**config.mk**
```make
export PLATFORM = sky130hd
export DESIGN_NAME = failed_login_lockout_table_unit_flat
export DESIGN_NICKNAME = d
export VERILOG_FILES = /design/src/design/fllt_pkg.sv /design/src/design/fllt_if.sv /design/src/design/fllt_alu.sv /design/src/design/fllt_table.sv /design/src/design/failed_login_lockout_table_unit.sv /design/src/flat_wrapper.sv
export VERILOG_INCLUDE_DIRS = /design/src /design/src/design
export SDC_FILE = /design/constraint.sdc
export NUM_CORES = 2
export LEC_CHECK = 0
export CAP_MARGIN = 20
export CORE_MARGIN = 2
export CORE_UTILIZATION = 57
export DETAILED_ROUTE_END_ITERATION = 8
export DONT_BUFFER_PORTS = 1
export PLACE_DENSITY = 0.72
export SYNTH_ARGS = -nofsm -noshare
export SYNTH_HDL_FRONTEND = slang
export SYNTH_HIERARCHICAL = 1
export SYNTH_SLANG_ARGS = --single-unit
```
**constraint.sdc**
```tcl
create_clock -name clk -period 8.45 [get_ports clk]
set_input_delay 1.2675 -clock clk [delete_from_list [all_inputs] [get_ports clk]]
set_output_delay 1.2675 -clock clk [all_outputs]
set_load 0.05 [all_outputs]
```
**src/design/failed_login_lockout_table_unit_assert.svh**
```systemverilog
// ---------------------------------------------------------------------------
// Assertion macros for the failed login lockout table
// Concurrent checks clocked on clk and disabled while rst_n is low.
// ---------------------------------------------------------------------------
`ifndef FAILED_LOGIN_LOCKOUT_TABLE_UNIT_ASSERT_SVH
`define FAILED_LOGIN_LOCKOUT_TABLE_UNIT_ASSERT_SVH
`ifndef ASSERT_OFF
// expr must hold at every edge
`define FLLT_ASSERT_ALWAYS(label, expr) \
    label: assert property (@(posedge clk) disable iff (!rst_n) (expr)) \
        else $error("lockout table check failed");
// cons must hold in the same cycle as ante
`define FLLT_ASSERT_IMPL(label, ante, cons) \
    label: assert property (@(posedge clk) disable iff (!rst_n) (ante) |-> (cons)) \
        else $error("lockout table check failed");
// cons must hold in the cycle after ante
`define FLLT_ASSERT_NEXT(label, ante, cons) \
    label: assert property (@(posedge clk) disable iff (!rst_n) (ante) |=> (cons)) \
        else $error("lockout table check failed");
`else
`define FLLT_ASSERT_ALWAYS(label, expr)
`define FLLT_ASSERT_IMPL(label, ante, cons)
`define FLLT_ASSERT_NEXT(label, ante, cons)
`endif
`endif

```
**src/design/fllt_pkg.sv**
```systemverilog
// ---------------------------------------------------------------------------
// fllt_pkg
// Shared types and constants of the failed login lockout table.
// ---------------------------------------------------------------------------
package fllt_pkg;

    localparam int TIME_W     = 32;
    localparam int ADDR_W     = 32;
    localparam int CFG_W      = 17;
    localparam int CFG_IDX_W  = 1;
    localparam int FS_W       = 3;

    localparam logic [CFG_IDX_W-1:0] CFG_LOCK_SECONDS   = 1'd0;
    localparam logic [CFG_IDX_W-1:0] CFG_WINDOW_SECONDS = 1'd1;

    localparam logic [CFG_W-1:0] LOCK_SECONDS_RST   = 17'd300;
    localparam logic [CFG_W-1:0] WINDOW_SECONDS_RST = 17'd60;

    localparam logic OP_RECORD = 1'b0;
    localparam logic OP_CHECK  = 1'b1;

    typedef enum logic [1:0] {
        ALU_EQ,
        ALU_SUB,
        ALU_ADD,
        ALU_LT
    } alu_op_t;

    typedef enum logic [3:0] {
        ST_IDLE,
        ST_SCAN,
        ST_META_RD,
        ST_META,
        ST_REC_WR,
        ST_CLEAR,
        ST_ALLOC_WR,
        ST_LOCK_CMP,
        ST_SUM,
        ST_WIN,
        ST_DONE
    } state_t;

    // write strobes into the slot stores
    typedef struct packed {
        logic key;
        logic meta;
        logic ivl;
    } tbl_we_t;

endpackage

```
**src/design/fllt_if.sv**
```systemverilog
// ---------------------------------------------------------------------------
// fllt_if
// Valid/ready channels for requests into and results out of the table.
// ---------------------------------------------------------------------------
interface fllt_in_if;
    logic                            valid;
    logic                            ready;
    logic                            operation;
    logic [fllt_pkg::ADDR_W-1:0]     client_address;
    logic [fllt_pkg::TIME_W-1:0]     now_seconds;

    modport source (output valid, output operation, output client_address,
                    output now_seconds, input ready);
    modport sink   (input valid, input operation, input client_address,
                    input now_seconds, output ready);
endinterface

interface fllt_out_if;
    logic                          valid;
    logic                          ready;
    logic                          blocked;
    logic                          entry_found;
    logic                          slot_evicted;
    logic [fllt_pkg::FS_W-1:0]     failures_seen;

    modport source (output valid, output blocked, output entry_found,
                    output slot_evicted, output failures_seen, input ready);
    modport sink   (input valid, input blocked, input entry_found,
                    input slot_evicted, input failures_seen, output ready);
endinterface

```
**src/design/fllt_alu.sv**
```systemverilog
// ---------------------------------------------------------------------------
// fllt_alu
// Shared compare / subtract / add unit used by several sequencer steps.
// ---------------------------------------------------------------------------
module fllt_alu #(
    parameter int W = 34
) (
    input  fllt_pkg::alu_op_t op,
    input  logic [W-1:0]      a,
    input  logic [W-1:0]      b,
    output logic [W-1:0]      res,
    output logic              flag
);
    import fllt_pkg::*;

    // time differences wrap at 32 bits
    logic [TIME_W-1:0] diff;

    assign diff = a[TIME_W-1:0] - b[TIME_W-1:0];

    always_comb
    begin
        res  = '0;
        flag = 1'b0;
        case (op)
            ALU_EQ:  flag = (a == b);
            ALU_SUB: res  = W'(diff);
            ALU_ADD: res  = a + b;
            ALU_LT:  flag = (a < b);
            default:
            begin
                res  = '0;
                flag = 1'b0;
            end
        endcase
    end

endmodule

```
**src/design/fllt_table.sv**
```systemverilog
// ---------------------------------------------------------------------------
// fllt_table
// Slot stores: keys, per-slot metadata and the interval rings, registered reads.
// ---------------------------------------------------------------------------
module fllt_table #(
    parameter int TABLE_ENTRIES = 16,
    parameter int TRIES         = 4,
    localparam int IDX_W = $clog2(TABLE_ENTRIES),
    localparam int POS_W = $clog2(TRIES),
    localparam int FC_W  = $clog2(TRIES + 1)
) (
    input  logic                            clk,
    input  fllt_pkg::tbl_we_t               we,
    input  logic [IDX_W-1:0]                key_raddr,
    input  logic [IDX_W-1:0]                key_waddr,
    input  logic [fllt_pkg::ADDR_W-1:0]     key_wdata,
    output logic [fllt_pkg::ADDR_W-1:0]     key_rdata,
    input  logic [IDX_W-1:0]                meta_addr,
    input  logic [fllt_pkg::TIME_W-1:0]     last_wdata,
    input  logic [FC_W-1:0]                 cnt_wdata,
    input  logic [POS_W-1:0]                pos_wdata,
    input  logic                            lock_wdata,
    output logic [fllt_pkg::TIME_W-1:0]     last_rdata,
    output logic [FC_W-1:0]                 cnt_rdata,
    output logic [POS_W-1:0]                pos_rdata,
    output logic                            lock_rdata,
    input  logic [IDX_W+POS_W-1:0]          ivl_addr,
    input  logic [fllt_pkg::TIME_W-1:0]     ivl_wdata,
    output logic [fllt_pkg::TIME_W-1:0]     ivl_rdata
);
    import fllt_pkg::*;

    localparam int IVL_DEPTH = TABLE_ENTRIES * (1 << POS_W);

    logic [ADDR_W-1:0] key_mem  [TABLE_ENTRIES];
    logic [TIME_W-1:0] last_mem [TABLE_ENTRIES];
    logic [FC_W-1:0]   cnt_mem  [TABLE_ENTRIES];
    logic [POS_W-1:0]  pos_mem  [TABLE_ENTRIES];
    logic              lock_mem [TABLE_ENTRIES];
    logic [TIME_W-1:0] ivl_mem  [IVL_DEPTH];

    logic [ADDR_W-1:0] key_rdata_reg;
    logic [TIME_W-1:0] last_rdata_reg;
    logic [FC_W-1:0]   cnt_rdata_reg;
    logic [POS_W-1:0]  pos_rdata_reg;
    logic              lock_rdata_reg;
    logic [TIME_W-1:0] ivl_rdata_reg;

    always_ff @(posedge clk)
    begin
        if (we.key)
            key_mem[key_waddr] <= key_wdata;
        key_rdata_reg <= key_mem[key_raddr];
    end

    always_ff @(posedge clk)
    begin
        if (we.meta)
        begin
            last_mem[meta_addr] <= last_wdata;
            cnt_mem[meta_addr]  <= cnt_wdata;
            pos_mem[meta_addr]  <= pos_wdata;
            lock_mem[meta_addr] <= lock_wdata;
        end
        last_rdata_reg <= last_mem[meta_addr];
        cnt_rdata_reg  <= cnt_mem[meta_addr];
        pos_rdata_reg  <= pos_mem[meta_addr];
        lock_rdata_reg <= lock_mem[meta_addr];
    end

    always_ff @(posedge clk)
    begin
        if (we.ivl)
            ivl_mem[ivl_addr] <= ivl_wdata;
        ivl_rdata_reg <= ivl_mem[ivl_addr];
    end

    assign key_rdata  = key_rdata_reg;
    assign last_rdata = last_rdata_reg;
    assign cnt_rdata  = cnt_rdata_reg;
    assign pos_rdata  = pos_rdata_reg;
    assign lock_rdata = lock_rdata_reg;
    assign ivl_rdata  = ivl_rdata_reg;

endmodule

```
**src/design/failed_login_lockout_table_unit.sv**
```systemverilog
// ---------------------------------------------------------------------------
// Failed login lockout table: a key scan over the used slots, then the slot's
// metadata, interval and lock steps; one request at a time, next one taken the
// cycle after the result loads. Limited by the single shared ALU and the
// single-address metadata and interval stores. Reset empties the table (fill
// count), sets lock/window seconds to 300/60; no clearing pass.
// ---------------------------------------------------------------------------
`include "failed_login_lockout_table_unit_assert.svh"

module failed_login_lockout_table_unit #(
    parameter int TABLE_ENTRIES = 16,
    parameter int TRIES         = 4
) (
    input  logic                               clk,
    input  logic                               rst_n,
    fllt_in_if.sink                            request,
    fllt_out_if.source                         response,
    input  logic                               cfg_we,
    input  logic [fllt_pkg::CFG_IDX_W-1:0]     cfg_index,
    input  logic [fllt_pkg::CFG_W-1:0]         cfg_data
);
    import fllt_pkg::*;

    localparam int IDX_W = $clog2(TABLE_ENTRIES);
    localparam int CNT_W = $clog2(TABLE_ENTRIES + 1);
    localparam int POS_W = $clog2(TRIES);
    localparam int FC_W  = $clog2(TRIES + 1);
    localparam int SUM_W = TIME_W + $clog2(TRIES);

    localparam logic [CNT_W-1:0] ENTRIES_C = CNT_W'(TABLE_ENTRIES);
    localparam logic [IDX_W-1:0] LAST_IDX  = IDX_W'(TABLE_ENTRIES - 1);
    localparam logic [FC_W-1:0]  TRIES_C   = FC_W'(TRIES);
    localparam logic [POS_W:0]   TRIES_K   = (POS_W + 1)'(TRIES);
    localparam logic [POS_W-1:0] LAST_POS  = POS_W'(TRIES - 1);

    state_t            state_reg, state_next;
    logic              op_reg, op_next;
    logic [ADDR_W-1:0] key_reg, key_next;
    logic [TIME_W-1:0] now_reg, now_next;
    logic [CFG_W-1:0]  lock_sec_reg, win_sec_reg;
    logic [CNT_W-1:0]  used_reg, used_next;
    logic [IDX_W-1:0]  oldest_reg, oldest_next;
    logic [CNT_W-1:0]  rd_idx_reg, rd_idx_next;
    logic              cmp_vld_reg, cmp_vld_next;
    logic [IDX_W-1:0]  cmp_idx_reg, cmp_idx_next;
    logic [IDX_W-1:0]  slot_reg, slot_next;
    logic [POS_W:0]    k_reg, k_next;
    logic              acc_vld_reg, acc_vld_next;
    logic [SUM_W-1:0]  tmp_reg, tmp_next;
    logic [TIME_W-1:0] m_last_reg, m_last_next;
    logic [FC_W-1:0]   m_cnt_reg, m_cnt_next;
    logic [POS_W-1:0]  m_pos_reg, m_pos_next;
    logic              m_lock_reg, m_lock_next;
    logic              res_blocked_reg, res_blocked_next;
    logic              res_found_reg, res_found_next;
    logic              res_evict_reg, res_evict_next;
    logic [FC_W-1:0]   res_count_reg, res_count_next;
    logic              out_valid_reg, out_valid_next;
    logic              out_blocked_reg, out_blocked_next;
    logic              out_found_reg, out_found_next;
    logic              out_evict_reg, out_evict_next;
    logic [FC_W-1:0]   out_count_reg, out_count_next;

    tbl_we_t           tbl_we;
    logic [IDX_W-1:0]  key_raddr;
    logic [ADDR_W-1:0] key_rdata;
    logic [TIME_W-1:0] last_wdata, last_rdata;
    logic [FC_W-1:0]   cnt_wdata, cnt_rdata;
    logic [POS_W-1:0]  pos_wdata, pos_rdata;
    logic              lock_wdata, lock_rdata;
    logic [IDX_W+POS_W-1:0] ivl_addr;
    logic [TIME_W-1:0] ivl_wdata, ivl_rdata;

    alu_op_t           alu_op;
    logic [SUM_W-1:0]  alu_a, alu_b, alu_res;
    logic              alu_flag;

    logic              issue;
    logic              load_out;

    fllt_alu #(.W(SUM_W)) u_alu (
        .op   (alu_op),
        .a    (alu_a),
        .b    (alu_b),
        .res  (alu_res),
        .flag (alu_flag)
    );

    fllt_table #(.TABLE_ENTRIES(TABLE_ENTRIES), .TRIES(TRIES)) u_table (
        .clk        (clk),
        .we         (tbl_we),
        .key_raddr  (key_raddr),
        .key_waddr  (slot_reg),
        .key_wdata  (key_reg),
        .key_rdata  (key_rdata),
        .meta_addr  (slot_reg),
        .last_wdata (last_wdata),
        .cnt_wdata  (cnt_wdata),
        .pos_wdata  (pos_wdata),
        .lock_wdata (lock_wdata),
        .last_rdata (last_rdata),
        .cnt_rdata  (cnt_rdata),
        .pos_rdata  (pos_rdata),
        .lock_rdata (lock_rdata),
        .ivl_addr   (ivl_addr),
        .ivl_wdata  (ivl_wdata),
        .ivl_rdata  (ivl_rdata)
    );

    assign request.ready = (state_reg == ST_IDLE);
    assign load_out      = (state_reg == ST_DONE) && (!out_valid_reg || response.ready);

    assign response.valid         = out_valid_reg;
    assign response.blocked       = out_blocked_reg;
    assign response.entry_found   = out_found_reg;
    assign response.slot_evicted  = out_evict_reg;
    assign response.failures_seen = FS_W'(out_count_reg);

    always_ff @(posedge clk or negedge rst_n)
    begin
        if (!rst_n)
        begin
            lock_sec_reg <= LOCK_SECONDS_RST;
            win_sec_reg  <= WINDOW_SECONDS_RST;
        end
        else if (cfg_we)
        begin
            case (cfg_index)
                CFG_LOCK_SECONDS:   lock_sec_reg <= cfg_data;
                CFG_WINDOW_SECONDS: win_sec_reg  <= cfg_data;
                default:            lock_sec_reg <= lock_sec_reg;
            endcase
        end
    end

    always_ff @(posedge clk or negedge rst_n)
    begin
        if (!rst_n)
        begin
            state_reg     <= ST_IDLE;
            used_reg      <= '0;
            oldest_reg    <= '0;
            rd_idx_reg    <= '0;
            cmp_vld_reg   <= 1'b0;
            k_reg         <= '0;
            acc_vld_reg   <= 1'b0;
            out_valid_reg <= 1'b0;
        end
        else
        begin
            state_reg     <= state_next;
            used_reg      <= used_next;
            oldest_reg    <= oldest_next;
            rd_idx_reg    <= rd_idx_next;
            cmp_vld_reg   <= cmp_vld_next;
            k_reg         <= k_next;
            acc_vld_reg   <= acc_vld_next;
            out_valid_reg <= out_valid_next;
        end
    end

    always_ff @(posedge clk)
    begin
        op_reg          <= op_next;
        key_reg         <= key_next;
        now_reg         <= now_next;
        cmp_idx_reg     <= cmp_idx_next;
        slot_reg        <= slot_next;
        tmp_reg         <= tmp_next;
        m_last_reg      <= m_last_next;
        m_cnt_reg       <= m_cnt_next;
        m_pos_reg       <= m_pos_next;
        m_lock_reg      <= m_lock_next;
        res_blocked_reg <= res_blocked_next;
        res_found_reg   <= res_found_next;
        res_evict_reg   <= res_evict_next;
        res_count_reg   <= res_count_next;
        out_blocked_reg <= out_blocked_next;
        out_found_reg   <= out_found_next;
        out_evict_reg   <= out_evict_next;
        out_count_reg   <= out_count_next;
    end

    always_comb
    begin
        state_next       = state_reg;
        op_next          = op_reg;
        key_next         = key_reg;
        now_next         = now_reg;
        used_next        = used_reg;
        oldest_next      = oldest_reg;
        rd_idx_next      = rd_idx_reg;
        cmp_vld_next     = cmp_vld_reg;
        cmp_idx_next     = cmp_idx_reg;
        slot_next        = slot_reg;
        k_next           = k_reg;
        acc_vld_next     = acc_vld_reg;
        tmp_next         = tmp_reg;
        m_last_next      = m_last_reg;
        m_cnt_next       = m_cnt_reg;
        m_pos_next       = m_pos_reg;
        m_lock_next      = m_lock_reg;
        res_blocked_next = res_blocked_reg;
        res_found_next   = res_found_reg;
        res_evict_next   = res_evict_reg;
        res_count_next   = res_count_reg;
        out_blocked_next = out_blocked_reg;
        out_found_next   = out_found_reg;
        out_evict_next   = out_evict_reg;
        out_count_next   = out_count_reg;
        out_valid_next   = out_valid_reg && !response.ready;

        tbl_we     = '0;
        key_raddr  = rd_idx_reg[IDX_W-1:0];
        ivl_addr   = {slot_reg, k_reg[POS_W-1:0]};
        ivl_wdata  = '0;
        last_wdata = m_last_reg;
        cnt_wdata  = m_cnt_reg;
        pos_wdata  = m_pos_reg;
        lock_wdata = m_lock_reg;
        alu_op     = ALU_EQ;
        alu_a      = SUM_W'(key_rdata);
        alu_b      = SUM_W'(key_reg);
        issue      = 1'b0;

        case (state_reg)
            ST_IDLE:
            begin
                if (request.valid)
                begin
                    op_next          = request.operation;
                    key_next         = request.client_address;
                    now_next         = request.now_seconds;
                    rd_idx_next      = '0;
                    cmp_vld_next     = 1'b0;
                    res_blocked_next = 1'b0;
                    res_found_next   = 1'b0;
                    res_evict_next   = 1'b0;
                    res_count_next   = '0;
                    state_next       = ST_SCAN;
                end
            end

            // one key read issued per cycle, compared in the cycle after
            ST_SCAN:
            begin
                issue        = (rd_idx_reg < used_reg);
                cmp_vld_next = issue;
                cmp_idx_next = rd_idx_reg[IDX_W-1:0];
                rd_idx_next  = rd_idx_reg + CNT_W'(issue);
                if (cmp_vld_reg && alu_flag)
                begin
                    cmp_vld_next   = 1'b0;
                    slot_next      = cmp_idx_reg;
                    res_found_next = 1'b1;
                    state_next     = ST_META_RD;
                end
                else if (!cmp_vld_reg && !issue)
                begin
                    if (op_reg == OP_RECORD)
                    begin
                        if (used_reg < ENTRIES_C)
                        begin
                            slot_next = used_reg[IDX_W-1:0];
                            used_next = used_reg + CNT_W'(1);
                        end
                        else
                        begin
                            slot_next      = oldest_reg;
                            oldest_next    = (oldest_reg == LAST_IDX) ? '0
                                                                      : oldest_reg + IDX_W'(1);
                            res_evict_next = 1'b1;
                        end
                        k_next     = '0;
                        state_next = ST_CLEAR;
                    end
                    else
                    begin
                        state_next = ST_DONE;
                    end
                end
            end

            ST_META_RD:
            begin
                state_next = ST_META;
            end

            ST_META:
            begin
                m_last_next = last_rdata;
                m_cnt_next  = cnt_rdata;
                m_pos_next  = pos_rdata;
                m_lock_next = lock_rdata;
                alu_op      = ALU_SUB;
                alu_a       = SUM_W'(now_reg);
                alu_b       = SUM_W'(last_rdata);
                tmp_next    = alu_res;
                if (op_reg == OP_RECORD)
                begin
                    state_next = ST_REC_WR;
                end
                else if (lock_rdata)
                begin
                    state_next = ST_LOCK_CMP;
                end
                else if (cnt_rdata >= TRIES_C)
                begin
                    tmp_next     = '0;
                    k_next       = '0;
                    acc_vld_next = 1'b0;
                    state_next   = ST_SUM;
                end
                else
                begin
                    res_count_next = cnt_rdata;
                    state_next     = ST_DONE;
                end
            end

            ST_REC_WR:
            begin
                tbl_we.ivl  = 1'b1;
                tbl_we.meta = 1'b1;
                ivl_addr    = {slot_reg, m_pos_reg};
                ivl_wdata   = tmp_reg[TIME_W-1:0];
                last_wdata  = now_reg;
                pos_wdata   = (m_pos_reg == LAST_POS) ? '0 : m_pos_reg + POS_W'(1);
                cnt_wdata   = (m_cnt_reg < TRIES_C) ? m_cnt_reg + FC_W'(1) : m_cnt_reg;
                res_count_next = cnt_wdata;
                state_next  = ST_DONE;
            end

            // new slot: write the key and zero its interval ring
            ST_CLEAR:
            begin
                tbl_we.key = 1'b1;
                tbl_we.ivl = 1'b1;
                ivl_wdata  = '0;
                k_next     = k_reg + (POS_W + 1)'(1);
                if (k_reg[POS_W-1:0] == LAST_POS)
                    state_next = ST_ALLOC_WR;
            end

            ST_ALLOC_WR:
            begin
                tbl_we.meta    = 1'b1;
                last_wdata     = now_reg;
                cnt_wdata      = FC_W'(1);
                pos_wdata      = POS_W'(1);
                lock_wdata     = 1'b0;
                res_count_next = FC_W'(1);
                state_next     = ST_DONE;
            end

            ST_LOCK_CMP:
            begin
                alu_op = ALU_LT;
                alu_a  = tmp_reg;
                alu_b  = SUM_W'(lock_sec_reg);
                if (alu_flag)
                begin
                    res_blocked_next = 1'b1;
                    res_count_next   = m_cnt_reg;
                end
                else
                begin
                    // lock expired: count is cleared, so it cannot relock here
                    tbl_we.meta    = 1'b1;
                    cnt_wdata      = '0;
                    pos_wdata      = '0;
                    lock_wdata     = 1'b0;
                    res_count_next = '0;
                end
                state_next = ST_DONE;
            end

            ST_SUM:
            begin
                issue        = (k_reg < TRIES_K);
                acc_vld_next = issue;
                k_next       = k_reg + (POS_W + 1)'(issue);
                alu_op       = ALU_ADD;
                alu_a        = tmp_reg;
                alu_b        = SUM_W'(ivl_rdata);
                if (acc_vld_reg)
                    tmp_next = alu_res;
                if (!issue && !acc_vld_reg)
                    state_next = ST_WIN;
            end

            ST_WIN:
            begin
                alu_op         = ALU_LT;
                alu_a          = tmp_reg;
                alu_b          = SUM_W'(win_sec_reg);
                res_count_next = m_cnt_reg;
                if (alu_flag)
                begin
                    tbl_we.meta      = 1'b1;
                    lock_wdata       = 1'b1;
                    res_blocked_next = 1'b1;
                end
                state_next = ST_DONE;
            end

            ST_DONE:
            begin
                if (load_out)
                begin
                    out_valid_next   = 1'b1;
                    out_blocked_next = res_blocked_reg;
                    out_found_next   = res_found_reg;
                    out_evict_next   = res_evict_reg;
                    out_count_next   = res_count_reg;
                    state_next       = ST_IDLE;
                end
            end

            default:
            begin
                state_next = ST_IDLE;
            end
        endcase
    end

    `FLLT_ASSERT_ALWAYS(a_used_bound, used_reg <= ENTRIES_C)
    `FLLT_ASSERT_IMPL(a_oldest_only_full, oldest_reg != '0, used_reg == ENTRIES_C)
    `FLLT_ASSERT_NEXT(a_accept_scans, request.valid && request.ready, state_reg == ST_SCAN)
    `FLLT_ASSERT_IMPL(a_evict_new_entry, response.valid && response.slot_evicted,
                      !response.entry_found && !response.blocked)

endmodule
```
**src/flat_wrapper.sv**
```systemverilog
// flat-port wrapper written by rule: the top's interface ports become plain ports
module failed_login_lockout_table_unit_flat import fllt_pkg::*;
#(
    parameter int TABLE_ENTRIES = 16,
    parameter int TRIES         = 4
)
  (clk, rst_n, cfg_we, cfg_index, cfg_data, request_valid, request_operation, request_client_address, request_now_seconds, request_ready, response_valid, response_blocked, response_entry_found, response_slot_evicted, response_failures_seen, response_ready);
  fllt_in_if request_i ();
  fllt_out_if response_i ();
  input  logic clk;
  input  logic rst_n;
  input  logic cfg_we;
  input  logic [fllt_pkg::CFG_IDX_W-1:0] cfg_index;
  input  logic [fllt_pkg::CFG_W-1:0] cfg_data;
  input wire logic [$bits(request_i.valid)-1:0] request_valid;
  input wire logic [$bits(request_i.operation)-1:0] request_operation;
  input wire logic [$bits(request_i.client_address)-1:0] request_client_address;
  input wire logic [$bits(request_i.now_seconds)-1:0] request_now_seconds;
  output wire logic [$bits(request_i.ready)-1:0] request_ready;
  output wire logic [$bits(response_i.valid)-1:0] response_valid;
  output wire logic [$bits(response_i.blocked)-1:0] response_blocked;
  output wire logic [$bits(response_i.entry_found)-1:0] response_entry_found;
  output wire logic [$bits(response_i.slot_evicted)-1:0] response_slot_evicted;
  output wire logic [$bits(response_i.failures_seen)-1:0] response_failures_seen;
  input wire logic [$bits(response_i.ready)-1:0] response_ready;
  assign request_i.valid = request_valid;
  assign request_i.operation = request_operation;
  assign request_i.client_address = request_client_address;
  assign request_i.now_seconds = request_now_seconds;
  assign request_ready = request_i.ready;
  assign response_valid = response_i.valid;
  assign response_blocked = response_i.blocked;
  assign response_entry_found = response_i.entry_found;
  assign response_slot_evicted = response_i.slot_evicted;
  assign response_failures_seen = response_i.failures_seen;
  assign response_i.ready = response_ready;
  failed_login_lockout_table_unit #(.TABLE_ENTRIES(TABLE_ENTRIES), .TRIES(TRIES)) u_core (.clk(clk), .rst_n(rst_n), .request(request_i), .response(response_i), .cfg_we(cfg_we), .cfg_index(cfg_index), .cfg_data(cfg_data));
endmodule
```
Yosys cells after proc, flatten, opt, wreduce, memory -nomap -nowiden
Memories as Yosys holds them, arrays and structs flattened. A register that Yosys moved wholly into a read port is not among the register bits. Index checks and enable logic that the tools add are counted.

Memories: 6. Bits in registers: 215. Output and inout bits: 8. Memory bits (writable): 3168. Bits of input ports: 88. Logic and storage cells: 209.

Reductions and logical operators: 41. Add/subtract/negate cells: 9. $lt $le $gt $ge: 6. Equality and inequality tests: 34. Mux-type cells: 81. Bitwise logic cells: 4.

Memories: u_core.u_table.ivl_mem (words 64, width 32, read ports 1, clocked after memory_dff 1, wr ports 1, RTL line fllt_table.sv:40) `logic [TIME_W-1:0] ivl_mem [IVL_DEPTH];`; u_core.u_table.key_mem (words 16, width 32, read ports 1, clocked after memory_dff 1, wr ports 1, RTL line fllt_table.sv:35) `logic [ADDR_W-1:0] key_mem [TABLE_ENTRIES];`; u_core.u_table.last_mem (words 16, width 32, read ports 1, clocked after memory_dff 1, wr ports 1, RTL line fllt_table.sv:36) `logic [TIME_W-1:0] last_mem [TABLE_ENTRIES];`; u_core.u_table.cnt_mem (words 16, width 3, read ports 1, clocked after memory_dff 1, wr ports 1, RTL line fllt_table.sv:37) `logic [FC_W-1:0] cnt_mem [TABLE_ENTRIES];`; u_core.u_table.pos_mem (words 16, width 2, read ports 1, clocked after memory_dff 1, wr ports 1, RTL line fllt_table.sv:38) `logic [POS_W-1:0] pos_mem [TABLE_ENTRIES];`; u_core.u_table.lock_mem (words 16, width 1, read ports 1, clocked after memory_dff 1, wr ports 1, RTL line fllt_table.sv:39) `logic lock_mem [TABLE_ENTRIES];`.

Operator list (count): $pmux W34 S2 (3); $mux W34 (4); $pmux W32 S4 (1); $mux W32 (2); $mux W4 (14); $mux W3 (12); $add A34 B34 Y34 (1); $eq A34 B34 Y1 (1); $lt A34 B34 Y1 (1); $pmux W4 S8 (1); $sub A32 B32 Y32 (1); $mux W1 (25); $reduce_and A5 Y1 (4); $ne A2 B1 Y1 const B (9); $pmux W3 S6 (1); $eq A4 B3 Y1 const B (4); $eq A4 B4 Y1 const B (4); $ne A2 B2 Y1 const B (7); $pmux W1 S2 (6); $pmux W2 S3 (2); $pmux W3 S4 (1); $reduce_and A2 Y1 (6); $pmux W5 S2 (1); $pmux W3 S3 (1); 34 further kinds (63).

Logic depth before layout (Yosys ltp)
Depth in word-level cells: 9. Mapped depth: 26. Gate-level depth less buffers: 22.

By module
Netlist, hierarchy kept.

Modules (own cells, without submodules): fllt_table (cells each 4964, times used 1, seq. area each 97173.2 µm², area an instance 121615.4 µm²); failed_login_lockout_table_unit (cells each 773, times used 1, seq. area each 6175.9 µm², area an instance 10052.1 µm²); fllt_alu (cells each 627, times used 1, seq. area each 0.0 µm², area an instance 4211.5 µm²).

Least setup slack after synthesis
No wires, ideal clock.

Kind: reg-to-reg. From: register u_core.state_reg[3]. To: memory u_core/u_table/cnt_mem[0][0] in the netlist's numbering (enable). Library setup time: 480 ps. Clock period less this slack: 8516 ps. Cell stages (with the launch flop): 24. Buffers on the path: 4. Arrival: 8035 ps. Data required time: 7970 ps. Path slack: -66 ps. Cell sequence: dfrtp_1 buf_2 nor2_1 nand3_1 inv_2 clkbuf_1 a222oi_1 inv_1 inv_1 ha_1 clkbuf_1 and3_1 nand2_1 nor3_1 or2_2 o22a_1 nand2_1 o2111ai_1 a21oi_1 clkbuf_1 nor3_1 a211o_1 or3b_2 nor3_1.

RTL lines: start: declaration (RTL line failed_login_lockout_table_unit.sv:36) `state_t state_reg, state_next;`; start signal: assignment (RTL line failed_login_lockout_table_unit.sv:151) `state_reg <= state_next;`; end: declaration (RTL line fllt_table.sv:37).

==> key figures <==
Clock network
  – Clk sinks: 3485
  – TritonCTS clock tree: yes
  – H-tree Lvls: 5
  – Post-CTS sizing: 0
  – Root Driver: clkbuf_16
  – Clock transition at the registers of the reported paths: about 0.07 ns
  – Worst-Skew Late Latency: 0.96 ns
  – Hold_buf cts: 1
  – Longest Clk Path Bufs: 4
  – Setup bufs post-CTS: 0
  – Number of CTS-inserted buffers: approximately 360

Yosys
  – Top FF cell, synth: edfxtp_1
  – Post-synth ARST share: 1.66%
  – Post-synthesis cell count: between 6000 and 7000
  – Mapped Area: 136000 sq um
  – Register bit total from synthesis: 3485
  – EDFF count, synth: 3325
  – Seq/Total Area, Yosys: 76.1%
  – Synth cell types: 106
  – Avg Cell Area, Syn: 21.4 sq um
  – Ys Warns: 6

Pwr
  – VDD IR max: 0.330 mV
  – P_int: 0.0331 W
  – Pwr/cell area: 308 nW/um^2
  – Switching share of power: 29.4%
  – Net switching power: 0.0138 W
  – Combinational group share of total power: 23.7%
  – Clk network pwr share: 32.1%
  – LEAKAGE: between 40 and 50 nW
  – Sequential Power Share: 44.2%

Routing
  – DRC: 4
  – DRT antenna net count: 0
  – Via Count: 67391
  – First-pass DRT Iterations: 9
  – Routed WL per cell: 35.2 microns
  – Final WL: roughly 350 mm
  – 1st-iter DRT viols: roughly 9200
  – Via density: 6.72

Setup path
  – R2R setup slack: 1.25 ns
  – Crit path required time: 9.09 ns
  – Worst path arrival time: 7.84 ns
  – R2R Path Start: u_core/state_reg[2]$_DFFE_PN0P_
  – Critical Path Source Type: flop
  – Reg2reg end: u_core/u_table/last_mem[1][4]$_DFFE_PP_
  – Reg2reg path depth: 21
  – Worst Setup End Kind: flop
  – Worst-path fanout max: 22
  – CP Class: reg -> reg

Timing
  – Final setup skew: about 0.077 ns
  – Fin worst setup slack: ~1.3 ns
  – Fmax: 0.139 GHz
  – Tmin final: roughly 7.2 ns
  – Final TNS setup: 0 ns
  – Hold slack: 0.189 ns
  – Worst-Margin Slew: 1.19 ns
  – Final setup viols: 0
  – Fin crit share: a little under nine tenths
  – Unrepaired setup endpoints after global routing: no
  – Final Hold Viols: 0
  – Max-slew headroom: approximately a fifth
  – Final Max Tran Viols: 0

GRT
  – First-pass GRT wire length: around 500 mm
  – Tot GR Track Use: 29.2%
  – Vias in the first global route: 66566
  – Largest net degree at the start of global routing: about 140
  – Antenna violations before repair: 31
  – Grt ovf: 0

Finish
  – Area growth, synth to finish: 12.1%
  – Commonest non-fill, non-tap cells in the layout: edfxtp_1, mux4_2, clkbuf_16, a22oi_1, buf_4
  – Top reg by flops: u_core/u_table/ivl_mem
  – Regs by FF count: u_core/u_table/ivl_mem x2048, u_core/u_table/key_mem x512, u_core/u_table/last_mem x512
  – NumNets Final: approximately 6800
  – Final non-filler cell total: 10035
  – Filler cells: ~15000
  – Commonest non-fill, non-tap cell in the layout: edfxtp_1
  – Share of cells above drive strength 1: 26.5%
  – Max reg flops: 2048

Die
  – Core footprint: 237000 sq um
  – Row Count: 179
  – IO Count: 96
  – Die X: between 400 and 500 microns
  – Die area: 242000 sq um
  – Initial core utilization: 57.2%
  – Die H: 492 microns

Outcome
  – Failing checks: design-rule violations
  – Status: finished, violations left

Place
  – IO buf count: 0
  – Final GP Congestion: 0.951
  – Pre-CTS setup slack: 1.45 ns
  – HPWL Detailed: 203 mm
  – Placed insts: 9388

Job
  – Max-cap violations: 0

Min path
  – Hold Crit Class: in -> async
worst max-delay path, cell delays in order (launching register included):
cell       delay (ns)
dfrtp_1          0.66
nand2b_1         0.34
nor2_1           0.60
buf_4            0.34
a22oi_1          0.14
a31oi_1          0.27
inv_1            0.08
ha_1             0.58
o21ai_0          0.18
nor2_1           0.18
a221oi_2         0.12
o21a_1           0.29
o211ai_1         0.33
nand2_1          0.16
o2111ai_1        0.21
a21oi_1          0.09
buf_4            0.21
nor3_1           0.27
a211o_1          0.36
or3b_2           0.62
nor2_4           0.56
buf_12           0.26
how the worst max path moves through the flow:
stage / from / to / slack [ns] / depth (start not counted)
after floorplan: u_core/state_reg[3]$_DFFE_PN0P_ / u_core/u_table/cnt_mem[12][0]$_DFFE_PP_ / 0.26 / 23
after CTS: u_core/state_reg[2]$_DFFE_PN0P_ / u_core/u_table/last_mem[4][5]$_DFFE_PP_ / 1.42 / 21
after global placement: u_core/state_reg[2]$_DFFE_PN0P_ / u_core/u_table/cnt_mem[1][0]$_DFFE_PP_ / 1.72 / 20
after detailed placement: u_core/state_reg[2]$_DFFE_PN0P_ / u_core/u_table/last_mem[1][13]$_DFFE_PP_ / 1.45 / 21
final: u_core/state_reg[2]$_DFFE_PN0P_ / u_core/u_table/last_mem[1][4]$_DFFE_PP_ / 1.25 / 21
after global routing: u_core/state_reg[2]$_DFFE_PN0P_ / u_core/u_table/last_mem[4][7]$_DFFE_PP_ / 0.96 / 21
power by group through the flow:
stage | sequential (W) | combinational [W] | clock, W
floorplan | 0.0205 | 0.00803 | 0
CTS | 0.0207 | 0.0110 | 0.0153
global placement | 0.0211 | 0.0109 | 0
detailed placement | 0.0211 | 0.0109 | 0
global route | 0.0207 | 0.0118 | 0.0159
finish | 0.0207 | 0.0111 | 0.0151
cell type report:
class | instances | area, sq um | share of cell area, %
Inverter | 102 | 394 | 0.259
Tap cell | 3167 | 3960 | 2.60
Clock inverter | 179 | 1600 | 1.05
Timing Repair Buffer | 214 | 2090 | 1.37
Antenna cell | 9 | 22.5 | 0.0148
Sequential cell | 3485 | 103000 | 67.9
Clock buffer | 447 | 9480 | 6.22
Multi-Input combinational cell | 2432 | 31400 | 20.6
Yosys cell counts, drive strengths merged, types with 5 or more instances:
cell type	n	share of area, %
nand3b	9	0.050
mux2	71	0.59
o31ai	6	0.043
a221o	6	0.044
or3	9	0.042
edfxtp	3325	73
buf	182	0.73
inv	100	0.28
nand2b	21	0.097
clkbuf	165	0.46
dfstp	8	0.15
a31oi	24	0.11
o21bai	15	0.083
dfrtp	50	0.92
xnor2	16	0.10
nor3	35	0.14
nand3	38	0.15
a22oi	190	1.0
o211ai	37	0.20
a21o	53	0.29
a211oi	24	0.15
nor2b	63	0.30
o22ai	34	0.16
o21a	12	0.066
mux2i	106	0.78
ha	83	0.76
and3	44	0.20
nor2	236	0.67
a2bb2oi	5	0.032
mux4	856	14
or3b	5	0.032
dfxtp	102	1.5
nand2	72	0.20
or2	5	0.023
o22a	6	0.039
a221oi	13	0.093
a21oi	90	0.33
nor4	9	0.068
a22o	44	0.28
nand4	43	0.20
a222oi	16	0.12
and2	5	0.023
o21ai	58	0.22
metrics by stage:
step	util (%)	total power, W	cell area (sq um)
6_report	64.1	0.0469	152000
3_5_place_dp	59.4	0.0320	141000
2_1_floorplan	-	0.0285	136000
5_1_grt	64.1	0.0485	152000
4_1_cts	64.1	0.0470	152000
3_3_place_gp	59.4	0.0320	141000
kinds of logic (layout without fill, tap and decap cells):
logic type	count (synthesis)	after routing	share of synthesized area [%]
simple gates	615	615	2.33
mux	1033	1033	15.6
other cells	1	12	0.00276
xor+xnor	19	19	0.122
compound gates	677	677	3.65
flops	3485	3485	76.1
fa+ha+maj	85	85	0.794
buf+inv	449	942	1.47
per-layer routing:
layer  wire length (microns)  part of all wire, %  track usage (%)  vias up
met1                  131000                   37             40.4    35685
met5                     129                0.037                0        -
met3                   33300                  9.4             5.18      672
met2                  173000                   49             47.1     3815
met4                   15200                  4.3             11.0       22
li1                        -                    -                -    27197
(Power assumes the default switching activity.)
